[src/design/tdpt_pkg.sv]
// shared types for the trial division prime test
`timescale 1ns / 1ps

package tdpt_pkg;

  typedef enum logic [3:0] {
    S_IDLE   = 4'b0001,
    S_CHECK  = 4'b0010,
    S_DIV    = 4'b0100,
    S_RESULT = 4'b1000
  } state_e;

  typedef struct packed {
    logic start;
  } rem_req_t;

  typedef struct packed {
    logic done;
    logic zero;
  } rem_rsp_t;

endpackage

[src/design/tdpt_rem_unit.sv]
// iterative restoring remainder unit, one quotient bit per cycle
`timescale 1ns / 1ps

module tdpt_rem_unit #(
  parameter int WIDTH = 32
) (
  input  logic               clk_i,
  input  logic               rst_ni,
  input  tdpt_pkg::rem_req_t req_i,
  input  logic [WIDTH-1:0]   dividend_i,
  input  logic [WIDTH-1:0]   divisor_i,
  output tdpt_pkg::rem_rsp_t rsp_o
);

  localparam int CW = $clog2(WIDTH + 1);

  logic [WIDTH-1:0] rem_q, dvd_q, dsr_q;
  logic [CW-1:0]    cnt_q;
  logic             busy_q, done_q, zero_q;
  logic [WIDTH:0]   trial;
  logic [WIDTH-1:0] diff;
  logic [WIDTH-1:0] rem_d;

  assign trial = {rem_q, dvd_q[WIDTH-1]};
  assign diff  = trial[WIDTH-1:0] - dsr_q;
  assign rem_d = (trial >= {1'b0, dsr_q}) ? diff : trial[WIDTH-1:0];

  always_ff @(posedge clk_i or negedge rst_ni) begin
    if (!rst_ni) begin
      busy_q <= 1'b0;
      done_q <= 1'b0;
      cnt_q  <= '0;
    end else begin
      done_q <= 1'b0;
      if (req_i.start) begin
        busy_q <= 1'b1;
        cnt_q  <= CW'(WIDTH);
      end else if (busy_q) begin
        cnt_q <= cnt_q - CW'(1);
        if (cnt_q == CW'(1)) begin
          busy_q <= 1'b0;
          done_q <= 1'b1;
        end
      end
    end
  end

  always_ff @(posedge clk_i) begin
    if (req_i.start) begin
      rem_q <= '0;
      dvd_q <= dividend_i;
      dsr_q <= divisor_i;
    end else if (busy_q) begin
      rem_q  <= rem_d;
      dvd_q  <= {dvd_q[WIDTH-2:0], 1'b0};
      zero_q <= (rem_d == '0);
    end
  end

  assign rsp_o.done = done_q;
  assign rsp_o.zero = zero_q;

endmodule

[src/design/trial_division_prime_test_top.sv]
// top level: trial division prime test sequencer around a shared remainder unit
//
// channel  dir  fields (tdata, lsb first)
// s_axis   in   value (WIDTH bits, signed), zero fill to whole bytes
// m_axis   out  is_prime (1 bit), zero fill to 8 bits
//
// values below 2 go straight to the result; otherwise each trial divisor takes
// one bound check plus a pass of the bit-serial remainder unit,
// for up to about sqrt(value) divisors
// s_axis_tready is high only while the sequencer is idle
// a finished word waits in the output register; a stalled sink holds the next result
// reset clears the sequencer and output valid
`timescale 1ns / 1ps

module trial_division_prime_test_top #(
  parameter int WIDTH = 32
) (
  input  logic                           clk_i,
  input  logic                           rst_ni,
  input  logic                           s_axis_tvalid,
  output logic                           s_axis_tready,
  input  logic [((WIDTH+7)/8)*8-1:0]     s_axis_tdata,  // value
  output logic                           m_axis_tvalid,
  input  logic                           m_axis_tready,
  output logic [7:0]                     m_axis_tdata   // is_prime
);

  tdpt_pkg::state_e   state_q, state_d;
  tdpt_pkg::rem_req_t rem_req;
  tdpt_pkg::rem_rsp_t rem_rsp;

  logic [WIDTH-1:0] n_q, n_d;
  logic [WIDTH-1:0] d_q, d_d;
  logic [WIDTH:0]   sq_q, sq_d;
  logic             res_q, res_d;
  logic             ovalid_q, ovalid_d;
  logic             oprime_q, oprime_d;
  logic [WIDTH-1:0] value;
  logic             in_fire;

  assign value         = s_axis_tdata[WIDTH-1:0];
  assign s_axis_tready = (state_q == tdpt_pkg::S_IDLE);
  assign in_fire       = s_axis_tvalid && s_axis_tready;

  tdpt_rem_unit #(
    .WIDTH(WIDTH)
  ) u_rem (
    .clk_i     (clk_i),
    .rst_ni    (rst_ni),
    .req_i     (rem_req),
    .dividend_i(n_q),
    .divisor_i (d_q),
    .rsp_o     (rem_rsp)
  );

  always_comb begin
    state_d       = state_q;
    n_d           = n_q;
    d_d           = d_q;
    sq_d          = sq_q;
    res_d         = res_q;
    ovalid_d      = ovalid_q;
    oprime_d      = oprime_q;
    rem_req.start = 1'b0;
    if (m_axis_tvalid && m_axis_tready) begin
      ovalid_d = 1'b0;
    end
    unique case (state_q)
      tdpt_pkg::S_IDLE: begin
        if (in_fire) begin
          n_d  = value;
          d_d  = WIDTH'(2);
          sq_d = (WIDTH+1)'(4);
          if (value[WIDTH-1] || (value[WIDTH-1:1] == '0)) begin
            res_d   = 1'b0;
            state_d = tdpt_pkg::S_RESULT;
          end else begin
            state_d = tdpt_pkg::S_CHECK;
          end
        end
      end
      tdpt_pkg::S_CHECK: begin
        if (sq_q > {1'b0, n_q}) begin
          res_d   = 1'b1;
          state_d = tdpt_pkg::S_RESULT;
        end else begin
          rem_req.start = 1'b1;
          state_d       = tdpt_pkg::S_DIV;
        end
      end
      tdpt_pkg::S_DIV: begin
        if (rem_rsp.done) begin
          if (rem_rsp.zero) begin
            res_d   = 1'b0;
            state_d = tdpt_pkg::S_RESULT;
          end else begin
            d_d     = d_q + WIDTH'(1);
            sq_d    = sq_q + {d_q, 1'b1};
            state_d = tdpt_pkg::S_CHECK;
          end
        end
      end
      tdpt_pkg::S_RESULT: begin
        if (!ovalid_q || m_axis_tready) begin
          ovalid_d = 1'b1;
          oprime_d = res_q;
          state_d  = tdpt_pkg::S_IDLE;
        end
      end
      default: begin
        state_d = tdpt_pkg::S_IDLE;
      end
    endcase
  end

  always_ff @(posedge clk_i or negedge rst_ni) begin
    if (!rst_ni) begin
      state_q  <= tdpt_pkg::S_IDLE;
      ovalid_q <= 1'b0;
    end else begin
      state_q  <= state_d;
      ovalid_q <= ovalid_d;
    end
  end

  always_ff @(posedge clk_i) begin
    n_q      <= n_d;
    d_q      <= d_d;
    sq_q     <= sq_d;
    res_q    <= res_d;
    oprime_q <= oprime_d;
  end

  assign m_axis_tvalid = ovalid_q;
  assign m_axis_tdata  = {7'b0, oprime_q};

  a_busy_after_accept : assert property (@(posedge clk_i) disable iff (!rst_ni)
    in_fire |=> !s_axis_tready)
    else $error("input accepted while an item is in progress");

  a_start_in_check : assert property (@(posedge clk_i) disable iff (!rst_ni)
    rem_req.start |-> (state_q == tdpt_pkg::S_CHECK))
    else $error("remainder unit started outside bound check");

  a_done_in_div : assert property (@(posedge clk_i) disable iff (!rst_ni)
    rem_rsp.done |-> (state_q == tdpt_pkg::S_DIV))
    else $error("remainder result arrived outside divide state");

endmodule

[config.mk]
export PLATFORM = sky130hd
export DESIGN_NAME = trial_division_prime_test_top
export DESIGN_NICKNAME = d
export VERILOG_FILES = /design/src/design/tdpt_pkg.sv /design/src/design/tdpt_rem_unit.sv /design/src/design/trial_division_prime_test_top.sv
export SDC_FILE = /design/constraint.sdc
export NUM_CORES = 1
export LEC_CHECK = 0
export ABC_CLOCK_PERIOD_IN_PS = 5000
export BUFFER_PORTS_ARGS = -buffer_cell sky130_fd_sc_hd__buf_2
export CORE_ASPECT_RATIO = 0.7
export CORE_UTILIZATION = 40
export DETAILED_ROUTE_END_ITERATION = 8
export GPL_ROUTABILITY_DRIVEN = 0
export PLACE_DENSITY = 0.6
export SLEW_MARGIN = 0
export SYNTH_ARGS = -nofsm -noshare
export SYNTH_HDL_FRONTEND = slang
export SYNTH_HIERARCHICAL = 1
export SYNTH_SLANG_ARGS = --single-unit
[constraint.sdc]
create_clock -name clk_i -period 5 [get_ports clk_i]
set_input_delay 1 -clock clk_i [delete_from_list [all_inputs] [get_ports clk_i]]
set_output_delay 1 -clock clk_i [all_outputs]
set_load 0.02 [all_outputs]
==> results of run 1 <==
-- worst max path at each step --
stage                    start         endpoint  slack [ns]  cells past startpoint
floorplan             sq_q[18]   u_rem/dvd_q[0]        0.93                     12
global placement      sq_q[30]     u_rem/done_q        1.21                     11
detailed placement    sq_q[27]     u_rem/done_q        1.24                     11
CTS                   sq_q[27]     u_rem/done_q        1.20                     11
global route          sq_q[27]     u_rem/done_q        0.96                     11
finish              state_q[3]  u_rem/dvd_q[30]        1.21                      8
-- metrics by stage --
stage / hold slack (ns) / setup slack [ns]
CTS: 0.356 / 1.20
global placement: 0.409 / 1.21
global route: 0.365 / 0.958
floorplan: 0.400 / 0.934
detailed placement: 0.412 / 1.24
finish: 0.356 / 1.21
-- power groups by stage --
stage,Combinational [W],Sequential [W],Clock [W]
after floorplan,0.00296,0.00273,0
after global placement,0.00377,0.00289,0
after CTS,0.00384,0.00286,0.00156
after global routing,0.00431,0.00292,0.00163
final,0.00391,0.00287,0.00154
after detailed placement,0.00382,0.00290,0
-- layer usage --
layer,track usage,vias up,wire length [um]
met5,0,-,0
li1,-,4685,-
met2,0.263,308,12600
met4,0.0319,0,402
met1,0.321,4679,17100
met3,0.0355,38,2220
-- sequential cells by signal, indices dropped and copies added (netlist names) --
register	count
res_q	1
oprime_q	1
u_rem/zero_q	1
u_rem/busy_q	1
u_rem/cnt_q	6
u_rem/dsr_q	32
m_axis_tvalid	1
n_q	32
u_rem/done_q	1
u_rem/dvd_q	32
state_q	4
u_rem/rem_q	32
d_q	32
sq_q	33
-- cell usage in the layout, fill, tap and decap left out, types with 32 or more instances in the layout --
cell        n
inv_1      91
edfxtp_1  164
a21o_1     33
dfxtp_1    32
xnor2_1    37
a21oi_1    66
buf_2      38
xor2_1     44
nand2_1    77
ha_1       98
o21ai_0    56
nor2_1    111
nand3_1    34
-- cells by family (layout without fill, tap and decap cells) --
| kind of cell | Yosys count | count (layout) | share of synthesized area |
|---|---|---|---|
| flops | 209 | 209 | 0.454 |
| fa+ha+maj | 100 | 100 | 0.0977 |
| xor+xnor | 81 | 81 | 0.0547 |
| buf+inv | 143 | 181 | 0.0471 |
| other cells | 1 | 7 | 0.000289 |
| mux | 54 | 54 | 0.0447 |
| simple gates | 380 | 380 | 0.148 |
| compound gates | 284 | 284 | 0.154 |
-- cell type report --
| type | instances | share of cell area |
|---|---|---|
| clock buffer | 23 | 0.0405 |
| clock inverter | 16 | 0.00563 |
| inverter | 91 | 0.0240 |
| multi-input combinational | 906 | 0.457 |
| sequential | 209 | 0.414 |
| tap | 420 | 0.0370 |
| timing repair buffer | 51 | 0.0211 |
-- critical path, stage by stage (launching register included) --
cell and delay [ns]:
dfrtp_1 0.42, or4b_2 0.82, a2111oi_0 0.73, nand4_1 0.26, nand2_4 0.33, nor2_1 0.07
buf_4 0.23, inv_1 0.09, buf_4 0.41
==> metrics.md, run 1 <==
| Metric | Value |
|---|---|
| Post-CTS Hold Buffers | 0 |
| Number of synthesized register bits | 209 |
| Final Util | 0.452 |
| Placed cells | 1677 |
| Switching pwr | 0.00353 W |
| Final Hold Vio Count | 0 |
| Register-to-register setup slack | 1.21 ns |
| Layout cell share with drive strength beyond 1 | 0.120 |
| Top FF cell, synth | edfxtp_1 |
| PD cells | 585 nW/um2 |
| Worst R2R Path Depth | 8 |
| First-pass GRT wire length | 51400 um |
| Ant. Diodes | 0 |
| Max FO, Critical Path | 32 |
| Post-DP Area | 13600 um2 |
| RSZ-0062 raised after global routing | false |
| Wire per inst | 18.9 um |
| Max-cap violation count | 0 |
| Largest net degree at the start of global routing | 68 |
| Leak | 5.80 nW |
| Maximum vdd drop | 0.265 mV |
| Mapped Area | 13000 um2 |
| # port buffers | 38 |
| Largest area contributor in the synthesized netlist | edfxtp_1 |
| Global route overflow | 0 |
| Avg Cell Area, Syn | 10.4 um2 |
| IO Pins | 46 |
| Vias in the first global route | 9010 |
| Post-route DRC | 0 |
| Vias | 9710 |
| Comb power frac | 0.470 |
| Outcome | complete, no violations |
| Net Sw Frac | 0.424 |
| Setup bufs post-CTS | 0 |
| Fin area | 14200 um2 |
| Achievable Freq | 0.264 GHz |
| Post_cts resized | 0 |
| Ys Warns | 6 |
| Final net count | 1417 |
| Hold Crit Class | input port to async pin |
| Register Area | 5890 um2 |
| Asr flop ratio synth | 0.0622 |
| Tmin final | 3.79 ns |
| Pwr Total | 0.00831 W |
| Root Driver | clkbuf_16 |
| Clock power frac | 0.185 |
| Skew final | 0.0136 ns |
| P_int | 0.00478 W |
| Part of the power in registers | 0.345 |
| Die height | 153 um |
| Detailed Place HPWL | 24300 um |
| Initial Util | 0.412 |
| Worst EP required | 5.16 ns |
| Most numerous cell in the Yosys netlist | edfxtp_1 |
| Startpoint Class | register |
| Core Region | 31500 um2 |
| TritonCTS buffer count | 22 |
| Worst-path clk slew | 0.06 ns |
| WL final | 32400 um |
| Area fraction of the dominant cell type after synthesis | 0.380 |
| Sequential area share after synthesis | 0.454 |
| CTS H-tree depth | 1 |
| Fin Setup TNS | 0 ns |
| Setup-failing EPs final | 0 |
| Measured slew at the worst slew-check pin | 1.05 ns |
| Rows | 54 |
| First-pass DRT Iterations | 5 |
| Die area | 33200 um2 |
| Post-DRT Antenna Nets | 0 |
| Critical Path AT | 3.95 ns |
| Final Max Tran Viols | 0 |
| Reg-to-reg startpoint | state_q[3] |
| Type of the worst setup path | register to register |
| Fill cells | 2989 |
| Mapped Cells | 1252 |
| Netlist cell types | 93 |
| Layout overhead on the synthesized area | 9.65% |
| Clock Path Buffers | 3 |
| Vias per cell | 5.66 |
| Crit end category | register |
| Max_slew headroom | 0.288 |
| Initial antenna violation count | 1 |
| Die Width | 217 um |
| CTS tree | built |
| Clock sink total | 209 |
| GRT Total Usage | 0.196 |
| Initial DRC count | 843 |
| Final cell count without fillers | 1716 |
| Post-synth EDFFs | 164 |
| Worst R2R End | u_rem/dvd_q[30] |
| Post-synth top cells | 164 x edfxtp_1, 111 x nor2_1, 98 x ha_1 |
| Cells taking the most area after synthesis | edfxtp_1 38%, ha_1 9.5%, dfxtp_1 4.9%, nor2_1 3.2%, xor2_1 3.0% |
| Multi-input gate area in the final layout | 6500 um2 |
| Clk_lat worst skew | 0.52 ns |
| Fraction of the cycle the final worst path needs | 0.758 |
No activity file was read; power rests on OpenSTA's default activity.
==> run 2, diff against run 1 <==
--- a/config.mk
+++ b/config.mk
@@ -5,13 +5,14 @@
 export SDC_FILE = /design/constraint.sdc
 export NUM_CORES = 1
 export LEC_CHECK = 0
-export ABC_CLOCK_PERIOD_IN_PS = 5000
+export ABC_AREA = 1
+export ABC_CLOCK_PERIOD_IN_PS = 3300
 export BUFFER_PORTS_ARGS = -buffer_cell sky130_fd_sc_hd__buf_2
 export CORE_ASPECT_RATIO = 0.7
 export CORE_UTILIZATION = 40
 export DETAILED_ROUTE_END_ITERATION = 8
 export GPL_ROUTABILITY_DRIVEN = 0
-export PLACE_DENSITY = 0.6
+export PLACE_DENSITY = 0.61
 export SLEW_MARGIN = 0
 export SYNTH_ARGS = -nofsm -noshare
 export SYNTH_HDL_FRONTEND = slang
==> constraint.sdc (replaced) <==
create_clock -name clk_i -period 3.3 [get_ports clk_i]
set_input_delay 0.66 -clock clk_i [delete_from_list [all_inputs] [get_ports clk_i]]
set_output_delay 0.66 -clock clk_i [all_outputs]
set_load 0.02 [all_outputs]
==> run 2 against run 1 <==
Register-to-register slack worse by 0.98 ns. Largest cell class unchanged. Synthesized cell count up 55%. Global-route usage up 1.9 points. Clock skew up 0.0057 ns. Area after synthesis up 12%. Sequential power up 64%. Hold slack worse by 0.35 ns. Clock-buffer cell count up 1. Largest power group unchanged.
==> metrics.md, run 2 <==
| Metric | Value |
|---|---|
| Wire per inst | 16.0 um (-15%) |
| Post-route DRC | 0 (unchanged) |
| Vias per cell | 5.09 (-10%) |
| Worst-path clk slew | 0.07 ns (about the same) |
| TritonCTS buffer count | 22 (unchanged) |
| Clk_lat worst skew | 0.53 ns (about the same) |
| Vias in the first global route | 11.6k (+29%) |
| Fin Setup TNS | 0 ns (unchanged) |
| Clock Path Buffers | 3 (unchanged) |
| Number of synthesized register bits | 209 (unchanged) |
| Sequential area share after synthesis | 0.407 (-0.0475) |
| First-pass DRT Iterations | 5 (unchanged) |
| Startpoint Class | register |
| Most common cell after layout, fill and taps aside | nand2_1 |
| First-pass GRT wire length | 63000 um (+23%) |
| Crit path top cell by count | nand2_1 |
| Max-cap violation count | 0 (unchanged) |
| Post-synth top cells | 635 x nand2_1, 292 x inv_1, 195 x nor2_1 |
| Max_slew headroom | 0.530 (+0.242) |
| CTS H-tree depth | 1 (unchanged) |
| Die area | 37000 um2 (+12%) |
| # port buffers | 38 (unchanged) |
| CTS tree | built |
| IO Pins | 46 (unchanged) |
| Pwr Total | 0.0135 W (+62%) |
| Final cell count without fillers | 2473 (+44%) |
| Critical Path AT | 3.47 ns (-0.48 ns) |
| Die Width | 229 um (+5.6%) |
| Global route overflow | 0 (unchanged) |
| Max reg flops | 33 (unchanged) |
| Layout cell share with drive strength beyond 1 | 0.0890 (-0.0306) |
| Max FO, Critical Path | 4 (-88%) |
| Most numerous cell in the Yosys netlist | nand2_1 |
| Vias | 12.6k (+30%) |
| Crit end category | register |
| Measured slew at the worst slew-check pin | 0.704 ns (-0.349 ns) |
| Type of the worst setup path | register to register |
| Leak | 7.60 nW (+31%) |
| Netlist cell types | 52 (-44%) |
| Final net count | 2121 (+50%) |
| Max stage delay on crit path | 0.50 ns (-0.32 ns) |
| Core Region | 35200 um2 (+12%) |
| Maximum vdd drop | 0.701 mV (+160%) |
| Detailed Place HPWL | 30500 um (+26%) |
| Register-to-register setup slack | 0.23 ns (-0.98 ns) |
| Initial Util | 0.412 (about the same) |
| Skew final | 0.0194 ns (+0.00575 ns) |
| Final Max Tran Viols | 0 (unchanged) |
| Fin area | 16000 um2 (+13%) |
| Most frequent cells in the layout | 632 x nand2_1, 290 x inv_1, 192 x nor2_1, 164 x edfxtp_1, 100 x a21oi_1 |
| Largest net degree at the start of global routing | 66 (-2.9%) |
| Ant. Diodes | 0 (unchanged) |
| Root Driver | clkbuf_16 |
| RSZ-0062 raised after global routing | false |
| Post-synth EDFFs | 164 (unchanged) |
| Worst EP required | 3.70 ns (-1.46 ns) |
| Ys Warns | 6 (unchanged) |
| Mapped Cells | 1938 (+55%) |
| Outcome | complete, no violations |
| Hold Crit Class | input port to async pin |
| Placed cells | 2431 (+45%) |
| WL final | 39500 um (+22%) |
| Clock sink total | 209 (unchanged) |
| Die height | 161 um (+5.6%) |
| Rows | 57 (+5.6%) |
| Initial antenna violation count | 1 (unchanged) |
| Fraction of the cycle the final worst path needs | 0.932 (+0.173) |
| Initial DRC count | 1344 (+59%) |
| CP max stage cell | edfxtp_1 |
| Setup-failing EPs final | 0 (unchanged) |
| Asr flop ratio synth | 0.0622 (unchanged) |
| Cells taking the most area after synthesis | edfxtp_1 34%, nand2_1 16%, ha_1 8.5%, inv_1 7.6%, nor2_1 5.1% |
| Layout overhead on the synthesized area | 10.5% |
| Tmin final | 3.07 ns (-0.717 ns) |
| Final Hold Vio Count | 0 (unchanged) |
| Area fraction of the dominant cell type after synthesis | 0.340 (-0.0397) |
| Mapped Area | 14500 um2 (+12%) |
| Top FF cell, synth | edfxtp_1 |
| Post-DP Area | 15300 um2 (+13%) |
| Largest area contributor in the synthesized netlist | edfxtp_1 |
| Largest Register | sq_q |
| Achievable Freq | 0.325 GHz (+23%) |
| Post-DRT Antenna Nets | 0 (unchanged) |
| Post-CTS Hold Buffers | 0 (unchanged) |
| GRT Total Usage | 0.215 (+0.0186) |
| Worst path cell trace | inv_1 -> ha_1 -> inv_1 -> fa_2 -> nand3_1 -> nand3_1 -> nand2_1 -> nand2_1 -> nand2_1 -> nand3_1 -> nand2_1 -> nand2_1 -> nand2_1 -> nand2_1 -> nor2_2 -> nand2_1 -> nor2_1 -> nand2_1 -> nor2_2 |
| Avg Cell Area, Syn | 7.47 um2 (-28%) |
| PD cells | 843 nW/um2 (+44%) |
-- run 2: cell count changes after synthesis, sizes merged, moves of 16 or more --
cell	before	now
nor2	111	220
nand2	79	652
nand3	35	103
mux2	31	0
xnor2	37	8
mux2i	23	0
a22o	3	29
a21o	33	3
and3	23	2
xor2	44	14
inv	91	302
a21oi	70	102
a211oi	16	0
-- run 2: area by class of cell --
class | count | area (um2)
clock buffer | 24 | 558
fill | 3494 | 19200
sequential | 209 | 5890
multi-input combinational | 1394 | 7290
timing repair buffer | 54 | 364
clock inverter | 16 | 155
inverter | 304 | 1150
tap | 472 | 591
-- run 2: cells by family after synthesis --
kind of cell / share of synthesized area
compound gates: 0.0811
buf+inv: 0.0953
fa+ha+maj: 0.0875
flops: 0.407
xor+xnor: 0.0133
other cells: 0.000259
simple gates: 0.316
-- run 2: metrics by stage --
stage | hold slack [ns] | util | worst slack, ns
final | 0.00736 | 0.455 | 0.226
after global routing | 0.00266 | 0.455 | 0.0324
after CTS | 0.000202 | 0.454 | 0.0667
after detailed placement | 0.429 | 0.434 | -0.131
after global placement | 0.407 | 0.434 | -0.0902
after floorplan | 0.364 | - | 0.0177
-- run 2: worst max-delay path: cells and delay by family, from the launching register on --
family        cells  cell delay (ns)
fa+ha+maj         2             0.57
flops             1             0.50
simple gates     15             1.64
buf+inv           2             0.21
-- run 2: timing repair --
action	4_1_cts	5_1_grt
pin swaps	1	1
setup endpoints to repair	37	40
gates cloned	1	0
buffers inserted	0	1
resized for setup	0	4
-- run 2: layer usage --
metal  share of wire  vias up  routed length, um  track usage
li1                -     6344                  -            -
met1            0.50     5726              19800        0.336
met2            0.38      471              15100        0.295
met3            0.10       41               4060       0.0547
met4           0.013        0                503       0.0327
met5               0        -                  0            0
-- run 2: power breakdown --
part	internal, W	switching [W]
sequential	0.00397	0.000734
clock	0.00139	0.00111
combinational	0.00201	0.00425
-- run 2: path summary, 6_finish.rpt --
kind                                 startpoint             end  cells past startpoint
worst max-delay path            u_rem/dvd_q[31]    u_rem/zero_q                     19
min in group clk_i              s_axis_tdata[0]          n_q[0]                      1
worst max register to register  u_rem/dvd_q[31]    u_rem/zero_q                     19
worst min register to register            res_q        oprime_q                      0
worst min-delay path                     rst_ni  u_rem/cnt_q[0]                      1
max in group asynchronous                rst_ni      state_q[0]                      1
==> run 3, diff against run 2 <==
--- a/config.mk
+++ b/config.mk
@@ -10,6 +10,7 @@
 export BUFFER_PORTS_ARGS = -buffer_cell sky130_fd_sc_hd__buf_2
 export CORE_ASPECT_RATIO = 0.7
 export CORE_UTILIZATION = 40
+export CTS_BUF_LIST = sky130_fd_sc_hd__clkbuf_16
 export DETAILED_ROUTE_END_ITERATION = 8
 export GPL_ROUTABILITY_DRIVEN = 0
 export PLACE_DENSITY = 0.61
==> run 3 against run 2 <==
Clock-buffer cell count fell by 2. Clock power is essentially flat. Critical path depth stayed put. Global-route usage about the same. Largest cell class unchanged.
==> metrics.md, run 3 (same netlist as run 2, synthesis figures left out) <==
| Metric | Value |
|---|---|
| Setup Slack @ Placement | -0.131 ns (unchanged) |
| Root Driver | clkbuf_16 |
| Tmin final | 3.09 ns (+0.0138 ns) |
| Worst-path clk slew | 0.07 ns (about the same) |
| Final Util | 0.455 (unchanged) |
| Hold Crit Class | input port to async pin |
| Leak | 7.61 nW (+0.11%) |
| Ant. Diodes | 0 (unchanged) |
| Setup-failing EPs final | 0 (unchanged) |
| Maximum vdd drop | 0.698 mV (-0.44%) |
| Startpoint Class | register |
| Largest net degree at the start of global routing | 66 (unchanged) |
| Max_slew headroom | 0.523 (-0.00700) |
| Most frequent cells in the layout | 632 x nand2_1, 292 x inv_1, 192 x nor2_1, 164 x edfxtp_1, 100 x a21oi_1 |
| Final Hold Vio Count | 0 (unchanged) |
| Routed wire length on met3 | 4130 um (+1.7%) |
| Clock sink total | 209 (unchanged) |
| Final net count | 2121 (unchanged) |
| Max-cap violation count | 0 (unchanged) |
| Fin area | 16000 um2 (unchanged) |
| Achievable Freq | 0.324 GHz (-0.45%) |
| Die Width | 229 um (unchanged) |
| Most common cell after layout, fill and taps aside | nand2_1 |
| Crit path top cell by count | nand2_1 |
| Type of the worst setup path | register to register |
| GRT Total Usage | 0.215 (about the same) |
| PD cells | 842 nW/um2 (about the same) |
| Layout cell share with drive strength beyond 1 | 0.0890 (unchanged) |
| Outcome | complete, no violations |
| Core Region | 35200 um2 (unchanged) |
| Largest Register | sq_q |
| CP delay by family, top | simple AND/OR/NAND/NOR gates |
| CTS H-tree depth | 1 (unchanged) |
| CP max stage cell | edfxtp_1 |
| Clk_lat worst skew | 0.53 ns (about the same) |
| Max reg flops | 33 (unchanged) |
| TritonCTS buffer count | 22 (unchanged) |
| Global route overflow | 0 (unchanged) |
| Initial DRC count | 1276 (-5.1%) |
| Layout overhead on the synthesized area | 10.5% (unchanged) |
| Vias | 12.6k (+0.11%) |
| Max stage delay on crit path | 0.50 ns (about the same) |
| Pwr Total | 0.0135 W (about the same) |
| Final WS setup | 0.212 ns (-0.0138 ns) |
| Post-DRT Antenna Nets | 0 (unchanged) |
| Die height | 161 um (unchanged) |
| Clock Path Buffers | 3 (unchanged) |
| M1 WL | 19700 um (-0.56%) |
| Detailed Place HPWL | 30500 um (unchanged) |
| Die area | 37000 um2 (unchanged) |
| Worst path bufs/invs | 2 (unchanged) |
| Max FO, Critical Path | 4 (unchanged) |
| Wire per inst | 15.9 um (about the same) |
| Fill cells | 3494 (unchanged) |
| # port buffers | 38 (unchanged) |
| RSZ-0062 raised after global routing | false |
| First-pass GRT wire length | 63000 um (about the same) |
| Crit end category | register |
| Final Max Tran Viols | 0 (unchanged) |
| Post-route DRC | 0 (unchanged) |
| Critical Path AT | 3.49 ns (+0.02 ns) |
| WL final | 39400 um (about the same) |
| Fraction of the cycle the final worst path needs | 0.936 (+0.00419) |
| IO Pins | 46 (unchanged) |
| CTS tree | built |
| Worst EP required | 3.70 ns (about the same) |
| Initial Util | 0.412 (unchanged) |
| First-pass DRT Iterations | 8 (+3) |
| Worst path cell trace | inv_1 -> ha_1 -> inv_1 -> fa_2 -> nand3_1 -> nand3_1 -> nand3_1 -> nand3b_1 -> nand2_1 -> nand2_1 -> nand2_1 -> nand2_1 -> nand2_1 -> nand2_1 -> nor2_1 -> nand2_1 -> nor2_1 -> nand2_1 -> nor2_2 |
| Initial antenna violation count | 1 (unchanged) |
| Highest Signal Layer | met4 |
| Vias per cell | 5.09 (+0.11%) |
| Skew final | 0.0183 ns (-0.00102 ns) |
| Measured slew at the worst slew-check pin | 0.715 ns (+0.0105 ns) |
| Post-DP Area | 15300 um2 (unchanged) |
| Vias in the first global route | 11.6k (+0.060%) |
| Rows | 57 (unchanged) |
| Metal2 WL | 15100 um (+0.26%) |
| Fin Setup TNS | 0 ns (unchanged) |
==> run 3: cell types whose count changed in the layout (fill, tap and decap cells not counted) <==
cell / change
inv_1: +2
clkbuf_1: -2
==> run 3: layout make-up <==
| type | instances | area, um2 | share of cell area |
|---|---|---|---|
| clock buffers | 22 | 551 | 0.0344 |
| multi-input cells | 1394 | 7290 | 0.456 |
| well taps | 472 | 591 | 0.0369 |
| inverters | 304 | 1150 | 0.0718 |
| flip-flops and latches | 209 | 5890 | 0.368 |
| clock inverters | 18 | 163 | 0.0102 |
| repair buffers | 54 | 364 | 0.0228 |
==> run 3: through the flow <==
stage	instances	hold slack (ns)
6_report	2473	0.00784
5_1_grt	2473	0.00266
4_1_cts	2472	0.000202
3_5_place_dp	2431	0.429
3_3_place_gp	2431	0.407
2_1_floorplan	1944	0.364
==> run 3: metal layers <==
layer / GRT usage / vias to the layer above
li1: - / 6349
met1: 0.336 / 5742
met2: 0.296 / 472
met3: 0.0547 / 33
met4: 0.0327 / 0
met5: 0 / -
==> run 3: timing repair <==
item	CTS	global route
hold buffers	0	0
gates resized for setup	0	4
setup buffers	0	1
endpoints found under the setup margin	37	40
gates cloned	1	0
pin swaps	1	1
==> run 3: worst paths after layout <==
| check | startpoint | to | slack, ns | cells past startpoint |
|---|---|---|---|---|
| max reg2reg | u_rem/dvd_q[31] | u_rem/zero_q | 0.21 | 19 |
| min in group clk_i | s_axis_tdata[0] | n_q[0] | 0.31 | 1 |
| min | rst_ni | u_rem/cnt_q[0] | 0.008 | 1 |
| max in group asynchronous | rst_ni | state_q[0] | 3.01 | 1 |
| min reg2reg | res_q | oprime_q | 0.43 | 0 |
| max | u_rem/dvd_q[31] | u_rem/zero_q | 0.21 | 19 |
==> run 3: worst register-to-register path: cells and delay by family, from the launching register on <==
family | cells | cell delay, ns
flops | 1 | 0.50
fa+ha+maj | 2 | 0.57
buf+inv | 2 | 0.20
simple gates | 15 | 1.69
==> run 3: where the power goes <==
part | switching (W) | internal (W)
clock network | 0.00111 | 0.00139
logic | 0.00425 | 0.00201
registers | 0.000733 | 0.00397
